### src/hdl/ecal_pkg.sv
// Shared constants, widths and the month table for the epoch-to-calendar core.
// Used by every module under hdl except ecal_fifo; depends on nothing else.
package ecal_pkg;

    // Defaults and fixed field widths
    localparam int STAMP_BITS_DEF = 47;
    localparam int OFFSET_W       = 28;
    localparam int ADDR_W         = 3;
    localparam int DATA_W         = 32;

    localparam int YEAR_W   = 13;
    localparam int MONTH_W  = 4;
    localparam int DAY_W    = 5;
    localparam int HOUR_W   = 5;
    localparam int MIN_W    = 6;
    localparam int SEC_W    = 6;
    localparam int MS_W     = 10;

    // Register index decoded from paddr
    localparam logic REG_TZ_OFFSET = 1'b0;

    // Calendar and clock constants
    localparam int MS_PER_DAY     = 86400000;
    localparam int MS_PER_SEC     = 1000;
    localparam int SIXTY          = 60;
    localparam int HOURS_PER_DAY  = 24;
    localparam int ERA_DAYS       = 146097;
    localparam int CENT_DAYS      = 36524;
    localparam int QUAD_DAYS      = 1461;
    localparam int YEAR_DAYS      = 365;
    localparam int CENT_YEARS     = 100;
    localparam int YEARS_PER_ERA  = 400;
    // Days from 0000-03-01 to 1970-01-01
    localparam int DAYS_TO_EPOCH  = 719468;

    // Divider geometry: divisor width and quotient bits per cycle
    localparam int DIVR_W    = $clog2(MS_PER_DAY);
    localparam int DIV_STEPS = 4;

    // Round a width up to a whole number of divider cycles
    function automatic int pad_w(input int w);
        return ((w + DIV_STEPS - 1) / DIV_STEPS) * DIV_STEPS;
    endfunction

    // First day of each month in a year that starts on March 1
    function automatic logic [8:0] month_start(input logic [3:0] mp);
        logic [8:0] v;
        case (mp)
            4'd0:    v = 9'd0;
            4'd1:    v = 9'd31;
            4'd2:    v = 9'd61;
            4'd3:    v = 9'd92;
            4'd4:    v = 9'd122;
            4'd5:    v = 9'd153;
            4'd6:    v = 9'd184;
            4'd7:    v = 9'd214;
            4'd8:    v = 9'd245;
            4'd9:    v = 9'd275;
            4'd10:   v = 9'd306;
            4'd11:   v = 9'd337;
            default: v = 9'd0;
        endcase
        return v;
    endfunction

endpackage

### src/hdl/ecal_fifo.sv
// Two-entry request queue between the front end and the date engine.
// Depends on nothing; the entry width comes from the instantiating module.
module ecal_fifo #(
    parameter int W = 76
) (
    input  logic         clk,
    input  logic         rst_n,
    input  logic         push,
    input  logic [W-1:0] din,
    input  logic         pop,
    output logic [W-1:0] dout,
    output logic         full,
    output logic         empty
);
    logic [W-1:0] mem_reg [2];
    logic         wr_ptr_reg;
    logic         rd_ptr_reg;
    logic [1:0]   cnt_reg;

    // Store pushed request
    always_ff @(posedge clk)
    begin
        if (push)
        begin
            mem_reg[wr_ptr_reg] <= din;
        end
    end

    // Advance pointers and fill count
    always_ff @(posedge clk or negedge rst_n)
    begin
        if (!rst_n)
        begin
            wr_ptr_reg <= 1'b0;
            rd_ptr_reg <= 1'b0;
            cnt_reg    <= 2'd0;
        end
        else
        begin
            if (push)
            begin
                wr_ptr_reg <= ~wr_ptr_reg;
            end
            if (pop)
            begin
                rd_ptr_reg <= ~rd_ptr_reg;
            end
            if (push && !pop)
            begin
                cnt_reg <= cnt_reg + 2'd1;
            end
            else if (pop && !push)
            begin
                cnt_reg <= cnt_reg - 2'd1;
            end
        end
    end

    assign dout  = mem_reg[rd_ptr_reg];
    assign full  = (cnt_reg == 2'd2);
    assign empty = (cnt_reg == 2'd0);

endmodule

### src/hdl/ecal_front.sv
// Front end: accepts a timestamp, applies the signed zone offset and saturates at zero.
// Depends on ecal_pkg; feeds ecal_fifo.
module ecal_front #(
    parameter int STAMP_BITS = ecal_pkg::STAMP_BITS_DEF
) (
    input  logic                                 start,
    output logic                                 busy,
    input  logic [STAMP_BITS-1:0]                timestamp_ms,
    input  logic signed [ecal_pkg::OFFSET_W-1:0] tz_offset_ms,
    input  logic                                 fifo_full,
    output logic                                 push,
    output logic [STAMP_BITS+ecal_pkg::OFFSET_W+1:0] entry
);
    import ecal_pkg::*;

    localparam int T_W = STAMP_BITS + 1;

    logic                neg;
    logic [OFFSET_W-1:0] mag;
    logic [T_W-1:0]      sum;
    logic [T_W:0]        diff;
    logic [T_W-1:0]      adj;

    // Split the offset into sign and magnitude
    assign neg = tz_offset_ms[OFFSET_W-1];
    assign mag = neg ? (~tz_offset_ms + 1'b1) : tz_offset_ms;

    // Add or subtract, clamp negative results to zero
    assign sum  = T_W'(timestamp_ms) + T_W'(mag);
    assign diff = {2'b00, timestamp_ms} - {1'b0, T_W'(mag)};
    assign adj  = neg ? (diff[T_W] ? '0 : diff[T_W-1:0]) : sum;

    assign busy  = fifo_full;
    assign push  = start && !fifo_full;
    assign entry = {adj, neg, mag};

endmodule

### src/hdl/ecal_div.sv
// Iterative restoring divider, DIV_STEPS quotient bits per cycle.
// Depends on ecal_pkg; shared by all divisions in ecal_back.
module ecal_div #(
    parameter int NP    = 48,
    parameter int CNT_W = 4
) (
    input  logic                        clk,
    input  logic                        rst_n,
    input  logic                        load,
    input  logic [NP-1:0]               dividend,
    input  logic [CNT_W-1:0]            steps,
    input  logic [ecal_pkg::DIVR_W-1:0] divisor,
    output logic                        idle,
    output logic [NP-1:0]               quot,
    output logic [ecal_pkg::DIVR_W-1:0] rem
);
    import ecal_pkg::*;

    logic [NP-1:0]     sh_reg;
    logic [NP-1:0]     sh_next;
    logic [DIVR_W-1:0] rem_reg;
    logic [DIVR_W-1:0] rem_next;
    logic [DIVR_W-1:0] dvs_reg;
    logic [CNT_W-1:0]  cnt_reg;

    // Retire DIV_STEPS quotient bits, MSB first
    always_comb
    begin
        logic [DIVR_W:0] trial;
        rem_next = rem_reg;
        sh_next  = sh_reg;
        for (int i = 0; i < DIV_STEPS; i++)
        begin
            trial = {rem_next, sh_next[NP-1]};
            if (trial >= {1'b0, dvs_reg})
            begin
                rem_next = DIVR_W'(trial - {1'b0, dvs_reg});
                sh_next  = {sh_next[NP-2:0], 1'b1};
            end
            else
            begin
                rem_next = trial[DIVR_W-1:0];
                sh_next  = {sh_next[NP-2:0], 1'b0};
            end
        end
    end

    // Load operands or advance the division
    always_ff @(posedge clk)
    begin
        if (load)
        begin
            sh_reg  <= dividend;
            rem_reg <= '0;
            dvs_reg <= divisor;
        end
        else if (cnt_reg != '0)
        begin
            sh_reg  <= sh_next;
            rem_reg <= rem_next;
        end
    end

    // Count remaining cycles
    always_ff @(posedge clk or negedge rst_n)
    begin
        if (!rst_n)
        begin
            cnt_reg <= '0;
        end
        else if (load)
        begin
            cnt_reg <= steps;
        end
        else if (cnt_reg != '0)
        begin
            cnt_reg <= cnt_reg - 1'b1;
        end
    end

    assign idle = (cnt_reg == '0);
    assign quot = sh_reg;
    assign rem  = rem_reg;

endmodule

### src/hdl/ecal_back.sv
// Date engine: runs the shared divider through time-of-day, era, four-year and offset splits,
// compares for the century, then resolves year, month and day. Depends on ecal_pkg, ecal_div.
module ecal_back #(
    parameter int STAMP_BITS = ecal_pkg::STAMP_BITS_DEF
) (
    input  logic                              clk,
    input  logic                              rst_n,
    input  logic                              fifo_empty,
    input  logic [STAMP_BITS+ecal_pkg::OFFSET_W+1:0] entry,
    output logic                              pop,
    output logic                              done,
    output logic [ecal_pkg::YEAR_W-1:0]       year,
    output logic [ecal_pkg::MONTH_W-1:0]      month,
    output logic [ecal_pkg::DAY_W-1:0]        day,
    output logic [ecal_pkg::HOUR_W-1:0]       hour,
    output logic [ecal_pkg::MIN_W-1:0]        minute,
    output logic [ecal_pkg::SEC_W-1:0]        second,
    output logic [ecal_pkg::MS_W-1:0]         millisecond,
    output logic                              offset_negative,
    output logic [ecal_pkg::HOUR_W-1:0]       offset_hours,
    output logic [ecal_pkg::MIN_W-1:0]        offset_minutes,
    output logic [ecal_pkg::SEC_W-1:0]        offset_seconds,
    output logic [ecal_pkg::MS_W-1:0]         offset_millis
);
    import ecal_pkg::*;

    // Derived widths
    localparam int T_W    = STAMP_BITS + 1;
    localparam int NP     = pad_w(T_W);
    localparam int CNT_W  = $clog2(NP / DIV_STEPS + 1);
    localparam int DCNT_W = T_W - ($clog2(MS_PER_DAY) - 1);
    localparam int EPO_W  = $clog2(DAYS_TO_EPOCH);
    localparam int Z_W    = ((DCNT_W > EPO_W) ? DCNT_W : EPO_W) + 1;
    localparam int ZP     = pad_w(Z_W);
    localparam int ERA_W  = Z_W - ($clog2(ERA_DAYS) - 1);
    localparam int YR_W   = ERA_W + 9;
    localparam int MSD_PW = pad_w(DIVR_W);
    localparam int SOD_PW = pad_w(17);
    localparam int MOD_PW = pad_w(11);
    localparam int R1_PW  = pad_w(16);
    localparam int MAG_PW = pad_w(OFFSET_W);
    localparam int OMS_PW = pad_w(18);
    localparam int OMN_PW = pad_w(12);

    // Sequencer states
    localparam logic [3:0] ST_IDLE = 4'd0;
    localparam logic [3:0] ST_DAY  = 4'd1;
    localparam logic [3:0] ST_SEC  = 4'd2;
    localparam logic [3:0] ST_MIN  = 4'd3;
    localparam logic [3:0] ST_HOUR = 4'd4;
    localparam logic [3:0] ST_ERA  = 4'd5;
    localparam logic [3:0] ST_CENT = 4'd6;
    localparam logic [3:0] ST_Q4   = 4'd7;
    localparam logic [3:0] ST_OMS  = 4'd8;
    localparam logic [3:0] ST_OSEC = 4'd9;
    localparam logic [3:0] ST_OMIN = 4'd10;
    localparam logic [3:0] ST_FIN1 = 4'd11;
    localparam logic [3:0] ST_FIN2 = 4'd12;

    logic [3:0]          state_reg;
    logic [3:0]          state_next;

    logic [T_W-1:0]      ent_t;
    logic                ent_neg;
    logic [OFFSET_W-1:0] ent_mag;

    logic                div_load;
    logic [NP-1:0]       div_a;
    logic [CNT_W-1:0]    div_steps;
    logic [DIVR_W-1:0]   div_dvs;
    logic                div_idle;
    logic [NP-1:0]       div_quot;
    logic [DIVR_W-1:0]   div_rem;

    logic                neg_reg;
    logic [OFFSET_W-1:0] mag_reg;
    logic [DCNT_W-1:0]   days_reg;
    logic [MS_W-1:0]     ms_reg;
    logic [SEC_W-1:0]    sec_reg;
    logic [MIN_W-1:0]    min_reg;
    logic [HOUR_W-1:0]   hour_reg;
    logic [ERA_W-1:0]    era_reg;
    logic [17:0]         doe_reg;
    logic [1:0]          c_reg;
    logic [4:0]          q4_reg;
    logic [10:0]         rem2_reg;
    logic [MS_W-1:0]     off_ms_reg;
    logic [SEC_W-1:0]    off_sec_reg;
    logic [MIN_W-1:0]    off_min_reg;
    logic [HOUR_W-1:0]   off_hr_reg;
    logic [8:0]          yoe_reg;
    logic [8:0]          doy_reg;
    logic [YEAR_W-1:0]   year_reg;
    logic [MONTH_W-1:0]  month_reg;
    logic [DAY_W-1:0]    day_reg;
    logic                done_reg;

    logic [Z_W-1:0]      z_val;
    logic [1:0]          cent;
    logic [15:0]         rem1;
    logic [5:0]          off_hr_raw;
    logic [HOUR_W-1:0]   off_hr_mod;
    logic [1:0]          y1;
    logic [8:0]          doy_val;
    logic [8:0]          yoe_val;
    logic [3:0]          mp;
    logic [DAY_W-1:0]    dd;
    logic [MONTH_W-1:0]  mm;
    logic                jan_feb;
    logic [YR_W-1:0]     year_full;

    assign ent_t   = entry[T_W+OFFSET_W:OFFSET_W+1];
    assign ent_neg = entry[OFFSET_W];
    assign ent_mag = entry[OFFSET_W-1:0];

    ecal_div #(
        .NP    (NP),
        .CNT_W (CNT_W)
    ) u_div (
        .clk      (clk),
        .rst_n    (rst_n),
        .load     (div_load),
        .dividend (div_a),
        .steps    (div_steps),
        .divisor  (div_dvs),
        .idle     (div_idle),
        .quot     (div_quot),
        .rem      (div_rem)
    );

    // Day count shifted to the March-based era origin
    assign z_val = Z_W'(days_reg) + Z_W'(DAYS_TO_EPOCH);

    // Century within the era, last century absorbs the extra leap day
    always_comb
    begin
        if (doe_reg >= 18'(3 * CENT_DAYS))
        begin
            cent = 2'd3;
        end
        else if (doe_reg >= 18'(2 * CENT_DAYS))
        begin
            cent = 2'd2;
        end
        else if (doe_reg >= 18'(CENT_DAYS))
        begin
            cent = 2'd1;
        end
        else
        begin
            cent = 2'd0;
        end
        rem1 = 16'(doe_reg - 18'(cent) * 18'(CENT_DAYS));
    end

    // Offset hours wrap at a full day
    assign off_hr_raw = div_quot[5:0];
    assign off_hr_mod = (off_hr_raw >= 6'(HOURS_PER_DAY)) ?
                        HOUR_W'(off_hr_raw - 6'(HOURS_PER_DAY)) : HOUR_W'(off_hr_raw);

    // Year within the four-year group, last year absorbs the leap day
    always_comb
    begin
        if (rem2_reg >= 11'(3 * YEAR_DAYS))
        begin
            y1 = 2'd3;
        end
        else if (rem2_reg >= 11'(2 * YEAR_DAYS))
        begin
            y1 = 2'd2;
        end
        else if (rem2_reg >= 11'(YEAR_DAYS))
        begin
            y1 = 2'd1;
        end
        else
        begin
            y1 = 2'd0;
        end
        doy_val = 9'(rem2_reg - 11'(y1) * 11'(YEAR_DAYS));
        yoe_val = 9'(c_reg) * 9'(CENT_YEARS) + {2'b00, q4_reg, 2'b00} + 9'(y1);
    end

    // Month, day and final year from the March-based day of year
    always_comb
    begin
        mp = 4'd0;
        for (int i = 1; i < 12; i++)
        begin
            if (doy_reg >= month_start(4'(i)))
            begin
                mp = 4'(i);
            end
        end
        dd        = DAY_W'(doy_reg - month_start(mp)) + 1'b1;
        jan_feb   = (mp >= 4'd10);
        mm        = jan_feb ? (mp - 4'd9) : (mp + 4'd3);
        year_full = YR_W'(era_reg) * YR_W'(YEARS_PER_ERA) + YR_W'(yoe_reg) + YR_W'(jan_feb);
    end

    // Sequence the divider and pick its operands
    always_comb
    begin
        state_next = state_reg;
        pop        = 1'b0;
        div_load   = 1'b0;
        div_a      = '0;
        div_steps  = '0;
        div_dvs    = '0;
        unique case (state_reg)
            ST_IDLE:
            begin
                if (!fifo_empty)
                begin
                    pop        = 1'b1;
                    div_load   = 1'b1;
                    div_a      = NP'(ent_t);
                    div_steps  = CNT_W'(NP / DIV_STEPS);
                    div_dvs    = DIVR_W'(MS_PER_DAY);
                    state_next = ST_DAY;
                end
            end
            ST_DAY:
            begin
                if (div_idle)
                begin
                    div_load   = 1'b1;
                    div_a      = NP'(div_rem) << (NP - MSD_PW);
                    div_steps  = CNT_W'(MSD_PW / DIV_STEPS);
                    div_dvs    = DIVR_W'(MS_PER_SEC);
                    state_next = ST_SEC;
                end
            end
            ST_SEC:
            begin
                if (div_idle)
                begin
                    div_load   = 1'b1;
                    div_a      = NP'(div_quot[16:0]) << (NP - SOD_PW);
                    div_steps  = CNT_W'(SOD_PW / DIV_STEPS);
                    div_dvs    = DIVR_W'(SIXTY);
                    state_next = ST_MIN;
                end
            end
            ST_MIN:
            begin
                if (div_idle)
                begin
                    div_load   = 1'b1;
                    div_a      = NP'(div_quot[10:0]) << (NP - MOD_PW);
                    div_steps  = CNT_W'(MOD_PW / DIV_STEPS);
                    div_dvs    = DIVR_W'(SIXTY);
                    state_next = ST_HOUR;
                end
            end
            ST_HOUR:
            begin
                if (div_idle)
                begin
                    div_load   = 1'b1;
                    div_a      = NP'(z_val) << (NP - ZP);
                    div_steps  = CNT_W'(ZP / DIV_STEPS);
                    div_dvs    = DIVR_W'(ERA_DAYS);
                    state_next = ST_ERA;
                end
            end
            ST_ERA:
            begin
                if (div_idle)
                begin
                    state_next = ST_CENT;
                end
            end
            ST_CENT:
            begin
                div_load   = 1'b1;
                div_a      = NP'(rem1) << (NP - R1_PW);
                div_steps  = CNT_W'(R1_PW / DIV_STEPS);
                div_dvs    = DIVR_W'(QUAD_DAYS);
                state_next = ST_Q4;
            end
            ST_Q4:
            begin
                if (div_idle)
                begin
                    div_load   = 1'b1;
                    div_a      = NP'(mag_reg) << (NP - MAG_PW);
                    div_steps  = CNT_W'(MAG_PW / DIV_STEPS);
                    div_dvs    = DIVR_W'(MS_PER_SEC);
                    state_next = ST_OMS;
                end
            end
            ST_OMS:
            begin
                if (div_idle)
                begin
                    div_load   = 1'b1;
                    div_a      = NP'(div_quot[17:0]) << (NP - OMS_PW);
                    div_steps  = CNT_W'(OMS_PW / DIV_STEPS);
                    div_dvs    = DIVR_W'(SIXTY);
                    state_next = ST_OSEC;
                end
            end
            ST_OSEC:
            begin
                if (div_idle)
                begin
                    div_load   = 1'b1;
                    div_a      = NP'(div_quot[11:0]) << (NP - OMN_PW);
                    div_steps  = CNT_W'(OMN_PW / DIV_STEPS);
                    div_dvs    = DIVR_W'(SIXTY);
                    state_next = ST_OMIN;
                end
            end
            ST_OMIN:
            begin
                if (div_idle)
                begin
                    state_next = ST_FIN1;
                end
            end
            ST_FIN1:
            begin
                state_next = ST_FIN2;
            end
            ST_FIN2:
            begin
                state_next = ST_IDLE;
            end
            default:
            begin
                state_next = ST_IDLE;
            end
        endcase
    end

    // Capture the popped offset, divider results as each split completes, and the date fields
    always_ff @(posedge clk)
    begin
        case (state_reg)
            ST_IDLE:
            begin
                if (!fifo_empty)
                begin
                    neg_reg <= ent_neg;
                    mag_reg <= ent_mag;
                end
            end
            ST_DAY:
            begin
                if (div_idle)
                begin
                    days_reg <= div_quot[DCNT_W-1:0];
                end
            end
            ST_SEC:
            begin
                if (div_idle)
                begin
                    ms_reg <= div_rem[MS_W-1:0];
                end
            end
            ST_MIN:
            begin
                if (div_idle)
                begin
                    sec_reg <= div_rem[SEC_W-1:0];
                end
            end
            ST_HOUR:
            begin
                if (div_idle)
                begin
                    min_reg  <= div_rem[MIN_W-1:0];
                    hour_reg <= div_quot[HOUR_W-1:0];
                end
            end
            ST_ERA:
            begin
                if (div_idle)
                begin
                    era_reg <= div_quot[ERA_W-1:0];
                    doe_reg <= div_rem[17:0];
                end
            end
            ST_CENT:
            begin
                c_reg <= cent;
            end
            ST_Q4:
            begin
                if (div_idle)
                begin
                    q4_reg   <= div_quot[4:0];
                    rem2_reg <= div_rem[10:0];
                end
            end
            ST_OMS:
            begin
                if (div_idle)
                begin
                    off_ms_reg <= div_rem[MS_W-1:0];
                end
            end
            ST_OSEC:
            begin
                if (div_idle)
                begin
                    off_sec_reg <= div_rem[SEC_W-1:0];
                end
            end
            ST_OMIN:
            begin
                if (div_idle)
                begin
                    off_min_reg <= div_rem[MIN_W-1:0];
                    off_hr_reg  <= off_hr_mod;
                end
            end
            ST_FIN1:
            begin
                yoe_reg <= yoe_val;
                doy_reg <= doy_val;
            end
            ST_FIN2:
            begin
                year_reg  <= year_full[YEAR_W-1:0];
                month_reg <= mm;
                day_reg   <= dd;
            end
            default:
            begin
            end
        endcase
    end

    // Advance state and pulse the result strobe
    always_ff @(posedge clk or negedge rst_n)
    begin
        if (!rst_n)
        begin
            state_reg <= ST_IDLE;
            done_reg  <= 1'b0;
        end
        else
        begin
            state_reg <= state_next;
            done_reg  <= (state_reg == ST_FIN2);
        end
    end

    assign done            = done_reg;
    assign year            = year_reg;
    assign month           = month_reg;
    assign day             = day_reg;
    assign hour            = hour_reg;
    assign minute          = min_reg;
    assign second          = sec_reg;
    assign millisecond     = ms_reg;
    assign offset_negative = neg_reg;
    assign offset_hours    = off_hr_reg;
    assign offset_minutes  = off_min_reg;
    assign offset_seconds  = off_sec_reg;
    assign offset_millis   = off_ms_reg;

endmodule

### src/hdl/epoch_ms_to_calendar_fields_core.sv
// Top level of the epoch-to-calendar core: zone offset register, front end,
// request queue and date engine. Depends on ecal_pkg, ecal_front, ecal_fifo, ecal_back.
//
// Usage:
//   Write the signed zone offset (milliseconds) over the APB port at byte address 0;
//   writes pass through the setup and access phases, pready is always high. Reads return it.
//   Drive timestamp_ms with start high; the request is taken at the clock edge where
//   start is high and busy is low. busy rises only when the two-entry queue is full.
//   Each request yields exactly one result: all result ports are valid for the single
//   cycle in which done is high. The receiver cannot stall; capture on done.
// Operation:
//   The date engine runs one shared divider at 4 quotient bits per cycle through nine
//   splits in turn, each dividend padded to a multiple of 4 bits. Requests are served
//   one after another; the queue lets two more wait meanwhile.
// Reset:
//   rst_n clears the queue, the sequencer and the offset register (offset 0).
module epoch_ms_to_calendar_fields_core #(
    parameter int STAMP_BITS = ecal_pkg::STAMP_BITS_DEF
) (
    input  logic                          clk,
    input  logic                          rst_n,
    // APB configuration port
    input  logic                          psel,
    input  logic                          penable,
    input  logic                          pwrite,
    input  logic [ecal_pkg::ADDR_W-1:0]   paddr,
    input  logic [ecal_pkg::DATA_W-1:0]   pwdata,
    output logic [ecal_pkg::DATA_W-1:0]   prdata,
    output logic                          pready,
    // Request
    input  logic                          start,
    output logic                          busy,
    input  logic [STAMP_BITS-1:0]         timestamp_ms,
    // Result
    output logic                          done,
    output logic [ecal_pkg::YEAR_W-1:0]   year,
    output logic [ecal_pkg::MONTH_W-1:0]  month,
    output logic [ecal_pkg::DAY_W-1:0]    day,
    output logic [ecal_pkg::HOUR_W-1:0]   hour,
    output logic [ecal_pkg::MIN_W-1:0]    minute,
    output logic [ecal_pkg::SEC_W-1:0]    second,
    output logic [ecal_pkg::MS_W-1:0]     millisecond,
    output logic                          offset_negative,
    output logic [ecal_pkg::HOUR_W-1:0]   offset_hours,
    output logic [ecal_pkg::MIN_W-1:0]    offset_minutes,
    output logic [ecal_pkg::SEC_W-1:0]    offset_seconds,
    output logic [ecal_pkg::MS_W-1:0]     offset_millis
);
    import ecal_pkg::*;

    localparam int ENT_W = STAMP_BITS + 2 + OFFSET_W;

    logic signed [OFFSET_W-1:0] tz_reg;
    logic                       reg_sel;
    logic                       fifo_full;
    logic                       fifo_empty;
    logic                       push;
    logic                       pop;
    logic [ENT_W-1:0]           fe_entry;
    logic [ENT_W-1:0]           q_entry;

    // Decode register index from the top address bit
    assign reg_sel = (paddr[ADDR_W-1] == REG_TZ_OFFSET);

    // Hold the zone offset register
    always_ff @(posedge clk or negedge rst_n)
    begin
        if (!rst_n)
        begin
            tz_reg <= '0;
        end
        else if (psel && penable && pwrite && pready && reg_sel)
        begin
            tz_reg <= pwdata[OFFSET_W-1:0];
        end
    end

    // Return the offset sign-extended, or zero at the other register index
    assign prdata = reg_sel ? {{(DATA_W - OFFSET_W){tz_reg[OFFSET_W-1]}}, tz_reg} : '0;
    assign pready = 1'b1;

    ecal_front #(
        .STAMP_BITS (STAMP_BITS)
    ) u_front (
        .start        (start),
        .busy         (busy),
        .timestamp_ms (timestamp_ms),
        .tz_offset_ms (tz_reg),
        .fifo_full    (fifo_full),
        .push         (push),
        .entry        (fe_entry)
    );

    ecal_fifo #(
        .W (ENT_W)
    ) u_fifo (
        .clk   (clk),
        .rst_n (rst_n),
        .push  (push),
        .din   (fe_entry),
        .pop   (pop),
        .dout  (q_entry),
        .full  (fifo_full),
        .empty (fifo_empty)
    );

    ecal_back #(
        .STAMP_BITS (STAMP_BITS)
    ) u_back (
        .clk             (clk),
        .rst_n           (rst_n),
        .fifo_empty      (fifo_empty),
        .entry           (q_entry),
        .pop             (pop),
        .done            (done),
        .year            (year),
        .month           (month),
        .day             (day),
        .hour            (hour),
        .minute          (minute),
        .second          (second),
        .millisecond     (millisecond),
        .offset_negative (offset_negative),
        .offset_hours    (offset_hours),
        .offset_minutes  (offset_minutes),
        .offset_seconds  (offset_seconds),
        .offset_millis   (offset_millis)
    );

endmodule
### config.mk
export PLATFORM = sky130hd
export DESIGN_NAME = epoch_ms_to_calendar_fields_core
export DESIGN_NICKNAME = d
export VERILOG_FILES = /design/src/hdl/ecal_pkg.sv /design/src/hdl/ecal_fifo.sv /design/src/hdl/ecal_front.sv /design/src/hdl/ecal_div.sv /design/src/hdl/ecal_back.sv /design/src/hdl/epoch_ms_to_calendar_fields_core.sv
export SDC_FILE = /design/constraint.sdc
export NUM_CORES = 1
export LEC_CHECK = 0
export BUFFER_PORTS_ARGS = -buffer_cell sky130_fd_sc_hd__buf_2
export CORE_MARGIN = 2
export CORE_UTILIZATION = 30
export CTS_CLUSTER_DIAMETER = 50
export CTS_CLUSTER_SIZE = 14
export DETAILED_ROUTE_END_ITERATION = 6
export HOLD_SLACK_MARGIN = 0.02
export PLACE_DENSITY_LB_ADDON = 0.08
export SKIP_LAST_GASP = 1
export SYNTH_ARGS = -nofsm -noshare
export SYNTH_HDL_FRONTEND = slang
export SYNTH_SLANG_ARGS = --single-unit
### constraint.sdc
create_clock -name clk -period 20.1 [get_ports clk]
set_clock_uncertainty 0.05 [all_clocks]
set_input_delay 4.02 -clock clk [delete_from_list [all_inputs] [get_ports clk]]
set_output_delay 4.02 -clock clk [all_outputs]
set_load 0.05 [all_outputs]
; ---- After elaboration in Yosys (flattened, before gate mapping)
; Memory sizes are Yosys's and may differ from the RTL's.
; Cells that the tools add are included.
[word_totals]
ramBits = 154
memories = 2
out_inout_bits = 112
inputBits = 88
ff_bits = 330
rom_bits = 144
[op_classes]
n_eq_ne = 23
bitwise = 5
n_mux = 74
order_cmp = 23
addsub = 22
multipliers = 4
reduce_logical = 31
[mem_list]
columns = name, depth, width, rd, rd_ports_with_merged_regs, wr, line
row1 = u_fifo.mem_reg, 2, 77, 1, 0, 1, ecal_fifo.sv:15  ; logic [W-1:0] mem_reg [2];
row2 = (no name shown), 16, 9, 1, 0, 0, ecal_pkg.sv:48  ; case (mp)
[ops]
columns = op, count
row1 = case mux 48 bit (9 select lines), 1
row2 = two-way mux 48 bit, 7
row3 = two-way mux 47 bit, 3
row4 = two-way mux 27 bit, 5
row5 = case mux 27 bit (5 select lines), 1
row6 = greater-or-equal comparator 28 x 27 -> 1 bit, 4
row7 = subtractor 27 bit, 4
row8 = two-way mux 4 bit, 18
row9 = adder 47 x 28 -> 48 bit, 1
row10 = case mux 4 bit (12 select lines), 1
row11 = subtractor 47 x 28 -> 48 bit, 1
row12 = two-way mux 46 bit, 1
row13 = two-way mux 45 bit, 1
row14 = greater-or-equal comparator 18 x 17 -> 1 bit (second input constant), 2
row15 = greater-or-equal comparator 9 x 8 -> 1 bit (second input constant), 4
row16 = two-way mux 32 bit, 1
row17 = adder 28 x 1 -> 28 bit (second input constant), 1
row18 = two-way mux 28 bit, 1
row19 = inverter 28 bit, 1
row20 = greater-or-equal comparator 9 bit (second input constant), 3
row21 = case mux 4 bit (6 select lines), 1
row22 = adder 22 x 20 -> 23 bit (second input constant), 1
row23 = two-way mux 3 bit, 7
row24 = == test 4 bit (second input constant), 5
row25 = 52 further kinds, 107

; ---- Depth between registers and ports, before layout
; An unclocked memory read counts as a cell.
[depth]
word_depth = 15
ltp_mapped = 67
depth_no_buf = 56

; ---- Modules after synthesis
; A second synthesis with hierarchy kept.
[hier_totals]
hier_cells = 3368
hier_area_um2 = 34010.1
[modules_own_cells]
columns = module, area_each_um2, cells_each, seq_area_each_um2, n_inst
row1 = ecal_div, 11280.8, 1354, 2892.8, 1
row2 = ecal_back, 10477.5, 896, 5740.5, 1
row3 = ecal_fifo, 5823.1, 256, 4724.5, 1
row4 = ecal_front, 5014.8, 765, 0.0, 1
row5 = epoch_ms_to_calendar_fields_core, 1413.9, 97, 700.7, 1

; ---- Least setup slack after synthesis
; No wires, ideal clock.
[synth_timing]
kind = reg-to-reg
from = reg u_back.u_div.dvs_reg[24]
to = reg u_back.u_div.rem_reg[21] (netlist: u_back.u_div.rem[21])
setup_ns = 0.174
path_stages_with_launch = 66
required_ns = 19.876
arrival_ns = 13.148
n_path_buf = 11
slack_ns = 6.728
synth_period_minus_slack_ns = 13.372
path_cell_list = edfxtp_1 inv_1 ha_1 a2111o_1 a211o_1 a211oi_2 o21a_2 nand2_1 buf_2 clkbuf_1 clkbuf_1 nor2_1 a21oi_1 ha_1 nor2b_1 o2111ai_1 and3_1 o31ai_1 (+30 left out) o21ai_0 a21boi_0 o21ai_0 a21boi_0 o21ai_0 nand2_1 and3_1 o21ai_0 a21oi_1 nor2_1 o211ai_1 o31ai_1 a311oi_4 nor2_1 buf_4 buf_6 mux2i_1 o22ai_1
[synth_via]
elab_chain_cells = 8
elab_cells_between_ends = 12
cone_classes = add/sub: 4 / order compare: 4 / mux: 4
[synth_rtl]
columns = item, line
row1 = from (decl), ecal_div.sv:23  ; logic [DIVR_W-1:0] dvs_reg;
row2 = from (signal assigned), ecal_div.sv:55  ; dvs_reg <= divisor;
row3 = subtractor 27 bit or greater-or-equal comparator 28 x 27 -> 1 bit (tied branches), "ecal_div.sv:37, ecal_div.sv:35"
row4 = two-way mux 27 bit, ecal_div.sv:35  ; if (trial >= {1'b0, dvs_reg})
row5 = subtractor 27 bit or greater-or-equal comparator 28 x 27 -> 1 bit (tied branches), "ecal_div.sv:37, ecal_div.sv:35"
row6 = two-way mux 27 bit, ecal_div.sv:35
row7 = greater-or-equal comparator 28 x 27 -> 1 bit or subtractor 27 bit (tied branches), "ecal_div.sv:35, ecal_div.sv:37"
row8 = two-way mux 27 bit, ecal_div.sv:35
row9 = subtractor 27 bit or greater-or-equal comparator 28 x 27 -> 1 bit (tied branches), "ecal_div.sv:37, ecal_div.sv:35"
row10 = two-way mux 27 bit (*), ecal_div.sv:35
row11 = to (signal assigned), ecal_div.sv:60  ; rem_reg <= rem_next;
row12 = to (decl), ecal_div.sv:21  ; logic [DIVR_W-1:0] rem_reg;
; Mark *: on every way between the ends. The rest lies on a longest branch, timed or not.
; A chain may end at the register's enable or synchronous reset.

; ---- Worst setup path after layout
[layout_timing]
from = reg u_back.u_div.rem_reg[3] (netlist: u_back.u_div.rem[3])
to = reg u_back.u_div.rem_reg[7] (netlist: u_back.u_div.rem[7])
[layout_via]
elab_chain_cells = 8
elab_cells_between_ends = 12
cone_classes = add/sub: 4 / order compare: 4 / mux: 4
[layout_rtl]
columns = item, line
row1 = subtractor 27 bit or greater-or-equal comparator 28 x 27 -> 1 bit (tied branches), "ecal_div.sv:37, ecal_div.sv:35"
row2 = two-way mux 27 bit (*), ecal_div.sv:35
row3 = subtractor 27 bit or greater-or-equal comparator 28 x 27 -> 1 bit (tied branches), "ecal_div.sv:37, ecal_div.sv:35"
row4 = two-way mux 27 bit (*), ecal_div.sv:35
row5 = subtractor 27 bit or greater-or-equal comparator 28 x 27 -> 1 bit (tied branches), "ecal_div.sv:37, ecal_div.sv:35"
row6 = two-way mux 27 bit (*), ecal_div.sv:35
row7 = subtractor 27 bit or greater-or-equal comparator 28 x 27 -> 1 bit (tied branches), "ecal_div.sv:37, ecal_div.sv:35"
row8 = two-way mux 27 bit (*), ecal_div.sv:35
; Marks and branches as above.

==> results.yml <==
critical_path:
  critPathMaxFanout: 31
  worstPathArrival_ns: 16.23
  cp-end-kind: "register"
  r2r_slack_ns: 4.31
  crit_start: "u_back.u_div.rem[3]$_SDFFE_PP0N_"
  cpMostUsedCell: "o21ai_0"
  start_kind: "register"
  slowest_stage: "dfxtp_1"
  worstPathRequired_ns: 20.54
  r2r_end: "u_back.u_div.rem[7]$_SDFFE_PP0N_"
  slowest_delay_ns: 0.85
  critical_path_class: "reg2reg"
  r2r_cells: 56
  cp-endpoint: "u_back.u_div.rem[7]$_SDFFE_PP0N_"
  r2r-start: "u_back.u_div.rem[3]$_SDFFE_PP0N_"
synth:
  yosysWarnings: 0
  synth-seq-cells: 470
  syn_inst: 3068
  synth_edf_count: 402
  synth_area_um2: 31000
  synth_flop_cell: "edfxtp_1"
  async_flop_share: 0.0872
  synth_nets: 3376
  ys_seq_area_frac: 0.440
  ys_types: 102
  syn_area_per_cell_um2: 10.1
layout:
  drive_above_1_share: 0.146
  largest_reg_flops: 154
  final_net_count: 3554
  syn_to_final_growth_pct: 16.3
  nFillCells: 10430
  stdcell_count: 4675
grt:
  grt_use_total: 0.188
  antenna_found_initial: 6
  grt_first_pass_wirelength_um: 152000
  grt_max_degree: 71
  grt_overflow: 0
  grt_pass1_vias: 23843
hold_path:
  min_from: "u_back.u_div.quot[19]$_DFFE_PP_"
  min-delay-path-class: "reg2reg"
clock_tree:
  htree_levels: 3
  ctsHoldBuffers: 0
  ctsResizeCount: 0
  cts_setup_buffers: 0
  clockBufferDepth: 3
  cts_made_buffers: 72
  clock-sinks: 470
  path_clk_slew_ns: 0.06
  cts_root_buf: "clkbuf_16"
  cts_tree: "yes"
  clock_latency_ns: 0.62
timing:
  tightest_slew_ns: 1.17
  rsz0062_at_grt: "no"
  fin_crit_ns: 15.79
  clock.fmax_ghz: 0.0633
  tns_ns: 0
  hold_viol_final: 0
  relSlewSlack: 0.214
  period_share: 0.785
  final-setup-viol-count: 0
  final-max-slew-violation-count: 0
floorplan:
  core_area_um2: 102000
  die_x_um: 325
  die-area_um2: 106000
  ioPinCount: 200
  initial_utilization: 0.303
  rows: 117
  die_h_um: 325
place:
  portBuffers: 192
  gp_congestion: 0.882
  place_inst: 4540
  hpwl_um: 76300
job:
  drv_cap: 0
routing:
  wirelength_um: 101000
  avgRoutedWirePerCell_um: 21.7
  drt_iter0_markers: 1729
  firstDrtPassIters: 6
  via_per_inst: 5.18
  postRouteAntennaNets: 0
  vias: 24214
  route.detailed.drc: 0
power_and_ir_drop:
  p_per_area_nw_per_um2: 92.2
  vdd_drop_max_uv: 75.4
  leakagePower_nw: 14.3
status:
  status: "completed"
-- report_power, final --
group / total (mW) / internal, mW / switching, mW
sequential: 1.28 / 1.23 / 0.0466
clock: 1.30 / 0.800 / 0.503
combinational: 0.742 / 0.264 / 0.477
total: 3.33 / 2.30 / 1.03
-- worst max-delay path, delay by kind of cell, from the launching register on --
family / cells / cell delay [ns]
buffers and inverters: 4 / 1.63
AO/OA/AOI/OAI: 29 / 8.07
flip-flops: 1 / 0.85
AND/OR/NAND/NOR: 17 / 2.97
multiplexers: 2 / 0.71
adder cells (fa/ha/maj): 4 / 1.30
-- cell usage after synthesis (46+ instances only) --
| library cell | n | area share |
|---|---|---|
| xnor2_1 | 172 | 0.049 |
| o21ai_0 | 172 | 0.028 |
| nor3_1 | 50 | 0.0081 |
| ha_1 | 211 | 0.085 |
| inv_1 | 181 | 0.022 |
| nor2_1 | 231 | 0.028 |
| nand3_1 | 91 | 0.015 |
| a21oi_1 | 221 | 0.036 |
| nor2b_1 | 53 | 0.011 |
| clkbuf_1 | 100 | 0.012 |
| a21o_1 | 46 | 0.011 |
| nand2_1 | 214 | 0.026 |
| edfxtp_1 | 402 | 0.39 |
| mux2i_1 | 75 | 0.024 |
| xor2_1 | 93 | 0.026 |
| mux2_2 | 73 | 0.027 |
-- metrics by stage --
step	utilization	power (mW)	worst slack, ns	area (µm²)	hold WS, ns
floorplan	-	1.83	6.73	31000	0.356
global placement	0.328	2.04	4.56	33500	0.393
detailed placement	0.328	2.05	4.56	33500	0.392
CTS	0.353	3.37	4.45	36100	0.417
global route	0.353	3.50	3.09	36100	0.430
finish	0.353	3.33	4.31	36100	0.416
-- cells by family after synthesis --
| family | after synthesis | share of synthesized area |
|---|---|---|
| other | 1 | 0.000121 |
| AOI/OAI and AO/OA | 802 | 0.170 |
| DFF | 470 | 0.440 |
| buffers and inverters | 310 | 0.0394 |
| muxes | 150 | 0.0518 |
| and+or+nand+nor | 850 | 0.133 |
| xor gates and xnor gates | 265 | 0.0749 |
| adders and majority gates | 220 | 0.0910 |
-- worst min-delay path by stage --
stage                                     to  slack [ns]  depth (start not counted)
5_1_grt        u_back.days_reg[21]$_DFFE_PP_        0.43                          0
2_1_floorplan   u_back.doe_reg[15]$_DFFE_PP_        0.36                          0
6_report       u_back.days_reg[19]$_DFFE_PP_        0.42                          0
4_1_cts        u_back.days_reg[19]$_DFFE_PP_        0.42                          0
3_3_place_gp   u_back.days_reg[21]$_DFFE_PP_        0.39                          0
3_5_place_dp   u_back.days_reg[21]$_DFFE_PP_        0.39                          0
-- cell usage in the layout, fill, tap and decap left out, drive strengths merged, types with 28 or more instances in the layout --
cell | Yosys | layout
edfxtp | 402 | 402
nor2 | 231 | 231
buf | 27 | 231
a21oi | 221 | 221
nand2 | 214 | 214
ha | 211 | 211
inv | 181 | 197
o21ai | 181 | 181
xnor2 | 172 | 172
xor2 | 93 | 93
nand3 | 91 | 91
clkbuf | 100 | 84
mux2i | 76 | 76
mux2 | 74 | 74
nor2b | 53 | 53
nor3 | 50 | 50
a21o | 46 | 46
dfrtp | 41 | 41
o21bai | 35 | 35
nand2b | 33 | 33
a31oi | 33 | 33
o211ai | 32 | 32
a221oi | 30 | 30
and3 | 29 | 29
o22ai | 29 | 29
or3 | 28 | 28
o21a | 28 | 28
-- cell type report --
class                   instances  area [µm²]  share of cell area
clock inverters                50         644              0.0179
repair buffers                231        1250              0.0348
diodes                          1        2.50           0.0000694
flip-flops and latches        470       13600               0.378
well taps                    1368        1710              0.0475
inverters                     183         687              0.0190
clock buffers                  84        1890              0.0524
multi-input cells            2288       16200               0.450
-- per-layer routing --
| metal | routed length [µm] | GRT usage |
|---|---|---|
| met5 | 13 | 0 |
| met1 | 46600 | 0.251 |
| met4 | 2040 | 0.0416 |
| met3 | 4210 | 0.0274 |
| met2 | 48700 | 0.320 |
Power figures use the tool's default switching activity.
